**src/hdl/mhpq_pkg.sv**
```systemverilog
// shared constants, types and helpers for the max-heap priority queue
// no dependencies; used by every other file of the block
`timescale 1ns / 1ps

package mhpq_pkg;

    localparam int CAPACITY   = 1024;
    localparam int DATA_WIDTH = 32;
    localparam int VALUE_W    = 32;
    localparam int STATUS_W   = 2;
    localparam int ADDR_W     = $clog2(CAPACITY);
    localparam int COUNT_W    = $clog2(CAPACITY + 1);
    localparam int OP_W       = 4;

    // command field codes
    localparam logic CMD_INSERT = 1'b0;
    localparam logic CMD_DELETE = 1'b1;

    // result status codes
    localparam logic [STATUS_W-1:0] STAT_OK    = 2'd0;
    localparam logic [STATUS_W-1:0] STAT_FULL  = 2'd1;
    localparam logic [STATUS_W-1:0] STAT_EMPTY = 2'd2;

    // datapath operation codes
    localparam logic [OP_W-1:0] OP_NONE      = 4'd0;
    localparam logic [OP_W-1:0] OP_INS_START = 4'd1;
    localparam logic [OP_W-1:0] OP_DEL_START = 4'd2;
    localparam logic [OP_W-1:0] OP_FULL      = 4'd3;
    localparam logic [OP_W-1:0] OP_EMPTY     = 4'd4;
    localparam logic [OP_W-1:0] OP_UP_READ   = 4'd5;
    localparam logic [OP_W-1:0] OP_UP_CMP    = 4'd6;
    localparam logic [OP_W-1:0] OP_UP_FIN    = 4'd7;
    localparam logic [OP_W-1:0] OP_DN_LOAD   = 4'd8;
    localparam logic [OP_W-1:0] OP_DN_READ   = 4'd9;
    localparam logic [OP_W-1:0] OP_DN_CMP    = 4'd10;
    localparam logic [OP_W-1:0] OP_RESULT    = 4'd11;

    typedef logic signed [DATA_WIDTH-1:0] data_t;
    typedef logic [ADDR_W-1:0]            addr_t;
    typedef logic [COUNT_W-1:0]           count_t;
    typedef logic [OP_W-1:0]              op_t;

    // flags from datapath to controller
    typedef struct packed {
        logic full;
        logic empty;
        logic up_move;
        logic parent_root;
        logic dn_move;
    } flags_t;

    // sign-extend or truncate the input value into a heap entry
    function automatic data_t ext_value(input logic signed [VALUE_W-1:0] v);
        logic [DATA_WIDTH+VALUE_W-1:0] wide;
        wide = {{DATA_WIDTH{v[VALUE_W-1]}}, v};
        return wide[DATA_WIDTH-1:0];
    endfunction

    // low bits of an entry, zero-filled when the entry is narrower
    function automatic logic [VALUE_W-1:0] to_removed(input data_t d);
        logic [DATA_WIDTH+VALUE_W-1:0] wide;
        wide = {{VALUE_W{1'b0}}, d};
        return wide[VALUE_W-1:0];
    endfunction

endpackage

```
**src/hdl/mhpq_ctrl.sv**
```systemverilog
// sequencing state machine and response valid register
// depends on mhpq_pkg; drives mhpq_datapath through operation codes
`timescale 1ns / 1ps

module mhpq_ctrl (
    input  logic             clk,
    input  logic             rst_n,
    input  logic             req_valid,
    input  logic             req_command,
    output logic             req_ready,
    output logic             rsp_valid,
    input  logic             rsp_ready,
    input  mhpq_pkg::flags_t flags,
    output mhpq_pkg::op_t    op
);

    localparam logic [2:0] S_IDLE    = 3'd0;
    localparam logic [2:0] S_UP_RD   = 3'd1;
    localparam logic [2:0] S_UP_CMP  = 3'd2;
    localparam logic [2:0] S_UP_FIN  = 3'd3;
    localparam logic [2:0] S_DN_LOAD = 3'd4;
    localparam logic [2:0] S_DN_RD   = 3'd5;
    localparam logic [2:0] S_DN_CMP  = 3'd6;
    localparam logic [2:0] S_DONE    = 3'd7;

    logic [2:0] state_reg, state_next;
    logic       out_valid_reg, out_valid_next;
    logic       slot_free;

    assign slot_free = !out_valid_reg || rsp_ready;

    always_comb
    begin
        state_next     = state_reg;
        op             = mhpq_pkg::OP_NONE;
        out_valid_next = out_valid_reg && !rsp_ready;
        req_ready      = 1'b0;
        unique case (state_reg)
            S_IDLE:
            begin
                req_ready = 1'b1;
                if (req_valid)
                begin
                    if (req_command == mhpq_pkg::CMD_INSERT)
                    begin
                        if (flags.full)
                        begin
                            op         = mhpq_pkg::OP_FULL;
                            state_next = S_DONE;
                        end
                        else
                        begin
                            op         = mhpq_pkg::OP_INS_START;
                            state_next = flags.empty ? S_UP_FIN : S_UP_RD;
                        end
                    end
                    else if (flags.empty)
                    begin
                        op         = mhpq_pkg::OP_EMPTY;
                        state_next = S_DONE;
                    end
                    else
                    begin
                        op         = mhpq_pkg::OP_DEL_START;
                        state_next = S_DN_LOAD;
                    end
                end
            end
            S_UP_RD:
            begin
                op         = mhpq_pkg::OP_UP_READ;
                state_next = S_UP_CMP;
            end
            S_UP_CMP:
            begin
                op = mhpq_pkg::OP_UP_CMP;
                if (flags.up_move)
                begin
                    state_next = flags.parent_root ? S_UP_FIN : S_UP_RD;
                end
                else
                begin
                    state_next = S_DONE;
                end
            end
            S_UP_FIN:
            begin
                op         = mhpq_pkg::OP_UP_FIN;
                state_next = S_DONE;
            end
            S_DN_LOAD:
            begin
                op         = mhpq_pkg::OP_DN_LOAD;
                state_next = flags.empty ? S_DONE : S_DN_RD;
            end
            S_DN_RD:
            begin
                op         = mhpq_pkg::OP_DN_READ;
                state_next = S_DN_CMP;
            end
            S_DN_CMP:
            begin
                op         = mhpq_pkg::OP_DN_CMP;
                state_next = flags.dn_move ? S_DN_RD : S_DONE;
            end
            S_DONE:
            begin
                if (slot_free)
                begin
                    op             = mhpq_pkg::OP_RESULT;
                    out_valid_next = 1'b1;
                    state_next     = S_IDLE;
                end
            end
            default:
            begin
                state_next = S_IDLE;
            end
        endcase
    end

    always_ff @(posedge clk or negedge rst_n)
    begin
        if (!rst_n)
        begin
            state_reg     <= S_IDLE;
            out_valid_reg <= 1'b0;
        end
        else
        begin
            state_reg     <= state_next;
            out_valid_reg <= out_valid_next;
        end
    end

    assign rsp_valid = out_valid_reg;

endmodule

```
**config.mk**
```make
export PLATFORM = sky130hd
export DESIGN_NAME = mhpq_ctrl
export DESIGN_NICKNAME = d
export VERILOG_FILES = /design/src/hdl/mhpq_pkg.sv /design/src/hdl/mhpq_ctrl.sv
export SDC_FILE = /design/constraint.sdc
export NUM_CORES = 1
export LEC_CHECK = 0
export ABC_AREA = 0
export BUFFER_PORTS_ARGS = -buffer_cell sky130_fd_sc_hd__buf_2
export CORE_AREA = 5 5 42 44
export CTS_BUF_LIST = sky130_fd_sc_hd__clkbuf_4
export DETAILED_ROUTE_END_ITERATION = 7
export DIE_AREA = 0 0 47 49
export GPL_TIMING_DRIVEN = 0
export PLACE_DENSITY = 0.62
export SYNTH_ARGS = -nofsm -noshare
export SYNTH_HDL_FRONTEND = slang
export SYNTH_SLANG_ARGS = --single-unit
```
**constraint.sdc**
```tcl
create_clock -name clk -period 1.09 [get_ports clk]
set_input_delay 0.109 -clock clk [delete_from_list [all_inputs] [get_ports clk]]
set_output_delay 0.109 -clock clk [all_outputs]
set_load 0.01 [all_outputs]
```
== Word-level counts from Yosys, hierarchy flattened ==
Index checks and enable logic that the tools add are counted.
Operators by class
  equality and inequality tests: 9
  muxes and demuxes: 20
  reductions and logical operators: 6
Operators with widths (number)
  case mux 4 bit (8 select lines): 1
  case mux 3 bit (8 select lines): 1
  two-way mux 3 bit: 6
  == test 3 bit (second input constant): 4
  two-way mux 2 bit: 6
  two-way mux 4 bit: 3
  == test 3 x 2 -> 1 bit (second input constant): 2
  inequality test 2 bit (second input constant): 2
  == test 3 x 1 -> 1 bit (second input constant): 1
  zero test 3 bit: 1
  two-way mux 1 bit: 3
  zero test 1 bit: 2
  AND reduction 2 bit: 1
  logical AND 1 bit: 1
  logical OR 1 bit: 1
Word-level totals
  register bits: 4
  output and inout bits: 6
  word-level logic and storage cells: 37

== Longest topological paths before layout ==
  depth in word-level cells: 5
  mapped depth: 4
  mapped depth without buffers: 4

== Worst setup path after synthesis ==
Ideal clock, no wire load.
  path type: register to register
  from: register state_reg[1]
  to: register state_reg[1]
  arrival: 0.890 ns
  required time: 0.959 ns
  path slack: 0.069 ns
  cell stages (with the launch flop): 4
  buffers on the path: 0
  cells stage by stage: dfrtp_1 o22a_1 o311ai_2 o21ai_1
On the way
  word-level cells in the longest chain between the ends: 3
Ends and longest elaborated chain
  from (decl): line mhpq_ctrl.sv:26  | logic [2:0] state_reg, state_next;
  from (signal assigned): line mhpq_ctrl.sv:131  | state_reg <= state_next;
  == test 3 bit or zero test 3 bit (tied branches): line mhpq_ctrl.sv:38  | unique case (state_reg)
  inequality test 2 bit (no source line)
  AND reduction 2 bit (no source line)
Parallel ways exist; a longest one is shown, timed or not.
A chain may end at the register's enable or synchronous reset.

== Final worst setup path ==
  from: register state_reg[0]
  to: output op[2]
On the way
  word-level cells in the longest chain between the ends: 2
Ends and longest elaborated chain
  == test 3 bit, or another cell as far along: line mhpq_ctrl.sv:38
  case mux 4 bit (8 select lines) (*): line mhpq_ctrl.sv:38
  to (decl): line mhpq_ctrl.sv:14  | output mhpq_pkg::op_t op
Every way passes the cells marked *; elsewhere a longest branch is shown, timed or not.

==> impl_metrics.csv <==
group,metric,value,unit
status,outcome,"complete, but fails checks",
status,violations,"negative setup slack",
finish,layout_common_cells,"16 x buf_2, 9 x buf_4, 7 x nand2_1",
cts,max-clock-path-buffers,2,
cts,cts.clk_slew.worst_paths,40,ps
routing,drt-wirelength-per-cell,11.45,um
finish,fillers,157,
global_route,antenna_found_initial,0,
placed_design,globalplace.congestion,0.7218,
routing,drt-initial-drc-count,8,
finish,regArea,100.1,sq um
finish,drive_above_1_share,0.5067,
power,seq_power_share,0.174,
routing,drcViolationCount,0,
finish,fin_area,569.3,sq um
logic_synthesis,synthAdderAreaFrac,0,
logic_synthesis,yosys.area_share.simple,0.3295,
logic_synthesis,ys_ff_latch,4,
timing,fin_ws,-246.0,ps
timing,finalClockSkew,1.264,ps
finish,multi_input_area,231.5,sq um
placed_design,dp_hpwl,667.5,um
logic_synthesis,synth_top_family_by_area,"simple AND/OR/NAND/NOR gates",
logic_synthesis,ys_top_cells_by_area,"dfrtp_1 31%, nand2_1 8.0%, nand2b_1 7.7%",
timing,hold_viol,0,
finish,final_cells,91,
logic_synthesis,synth_mux_area_frac,0,
routing,drt-total-wl,1.042,mm
timing,grt_setup_unrepaired,"yes",
worst_setup_path,worstPathArrival,1230,ps
power,static-leakage-power,0.2740,nW
finish,n_antenna_cell,0,
finish,largest_register_ffs,3,
timing,max_slew_margin,0.8247,
cts,cts_tree,"built",
worst_setup_path,startpoint_type,"register",
routing,vias,419,
placed_design,dp.cells,77,
power,p_sw,676.3,uW
die,rows,14,
power,power_density,2884,mW/mm^2
placed_design,place_ws,-44.58,ps
power,combPwrFrac,0.713,
timing,fmaxAchievable,0.7485,GHz
timing,hold_ws,201.2,ps
finish,fin_util,0.4063,
power,p_clk_frac,0.112,
worst_setup_path,endpoint_kind,"output pin",
job,cap_violations,0,
logic_synthesis,syn_avg_cell_area,7.099,sq um
logic_synthesis,synth-xor-area-share,0,
worst_setup_path,worst_path_max_delay_cell,"dfrtp_1",
finish,final_common_cell,"buf_2",
hold_path,hp-class,"in2reg",
logic_synthesis,synth_compound_area_frac,0.3065,
timing,fin_crit,1336,ps
die,die_w,47,um
logic_synthesis,syn_nets,56,
routing,via_per_inst,4.604,
worst_setup_path,crit_chain,"buf_6 > a311oi_2 > nor2_1 > buf_2",
routing,drt_pass1_iterations,5,
cts,cts_buffers,3,
global_route,grt_max_degree,11,
finish,syn_to_final_growth,74.33,%
global_route,overflow,0,
worst_setup_path,required,980,ps
timing,period_share,1.226,
die,start_util,0.2330,
global_route,grtUsageTotal,0.09598,
placed_design,placedInstanceArea,421.7,sq um
cts,htreeDepth,1,
logic_synthesis,synthCells,46,
cts,cts_num_sinks,4,
worst_setup_path,path_class,"reg2out",
logic_synthesis,synth.cell_area,326.6,sq um
routing,ant_nets,0,
timing,worst_pin_slew,260.3,ps
placed_design,io_buffers,15,
logic_synthesis,synth_top_area_frac,0.3065,
logic_synthesis,ys.warnings.count,0,
global_route,grt_pass1_vias,389,
die,die-height,49,um
cts,clkLatencyLatePin,230,ps
global_route,grt_pass1_wl,1.621,mm
die,die-area,0.002303,sq mm
worst_setup_path,crit_fanout,5,
finish,finalNetCount,87,
logic_synthesis,yosys.cell_types.count,19,
timing,slew_violations,0,
die,core_area,0.001401,sq mm
cts,cts_root_buf,"clkbuf_4",
worst_setup_path,cp_slowest_stage_delay,410,ps
power,ir_drop,1350,uV
die,io-pin-count,16,
logic_synthesis,ys_seq_area_frac,0.3065,
power,p_int,965.7,uW
power,switching_share,0.4119,
logic_synthesis,synth_top_cell_by_area,"dfrtp_1",
timing,setup_viol,6,
## power by group through the flow
stage | clock [mW] | sequential [mW] | combinational (mW)
3_5_place_dp | 0 | 0.287 | 0.766
5_1_grt | 0.206 | 0.292 | 1.28
3_3_place_gp | 0 | 0.286 | 0.761
4_1_cts | 0.194 | 0.285 | 1.05
2_1_floorplan | 0 | 0.282 | 0.539
6_report | 0.185 | 0.286 | 1.17
## critical path: cells and delay by family (launching register included)
family / cells / cell delay [ps]
flip-flops: 1 / 410
buffers and inverters: 2 / 290
AO/OA/AOI/OAI: 1 / 240
AND/OR/NAND/NOR: 1 / 60
## cell families (layout without fill, tap and decap cells)
family          count (synthesis)  after routing
flops                           4              4
buf+inv                         4             33
simple gates                   23             23
compound gates                 15             15
## metrics by stage
| stage | power, mW | TNS [ps] |
|---|---|---|
| 2_1_floorplan | 0.8214 | 0 |
| 3_3_place_gp | 1.047 | -64.16 |
| 3_5_place_dp | 1.053 | -77.64 |
| 4_1_cts | 1.525 | -1040 |
| 5_1_grt | 1.776 | -1469 |
| 6_report | 1.642 | -1122 |
## what timing repair did
item,CTS,global route
cloned,1,0
resized for setup,9,3
hold buffers,1,0
pin swaps,1,3
setup buffers,6,3
hold endpoints to repair,4,0
endpoints found under the setup margin,7,7
## layout make-up
cell class / instances / share of cell area
clock buffer: 3 / 0.03956
inverter: 1 / 0.006593
sequential: 4 / 0.1758
multi-input combinational: 38 / 0.4066
buffer: 3 / 0.05275
tap: 16 / 0.03516
timing repair buffer: 26 / 0.2835
## synthesized netlist by cell type
master	number
nor2b_1	1
o21ai_1	4
a31oi_1	1
buf_2	3
nand3_1	2
inv_1	1
nor2_1	6
nand3b_1	1
o211ai_1	1
o21a_1	1
nand2_1	7
dfrtp_1	4
a21oi_1	4
o311ai_2	1
o21ai_0	1
nand2b_1	4
o22a_1	1
nor3_1	2
a311oi_1	1
## final timing paths
check | slack, ps | startpoint | end | cells after the start
setup / recovery | -250 | state_reg[0] | op[2] | 4
hold / removal | 200 | rsp_ready | rsp_valid | 3
setup reg to reg | -160 | state_reg[1] | state_reg[1] | 4
hold reg to reg | 620 | rsp_valid | rsp_valid | 3
max in group asynchronous | 760 | rst_n | state_reg[1] | 2
min in group asynchronous | 210 | rst_n | rsp_valid | 2
## layer usage
metal  up-vias  global-route usage  part of all wire
met3         0             0.04797             0.080
met5         -                   0                 0
met2        13              0.1471              0.48
met1       184              0.1150              0.44
met4         0             0.02765                 0
li1        222                   -                 -
No activity file was read; power rests on OpenSTA's default activity.
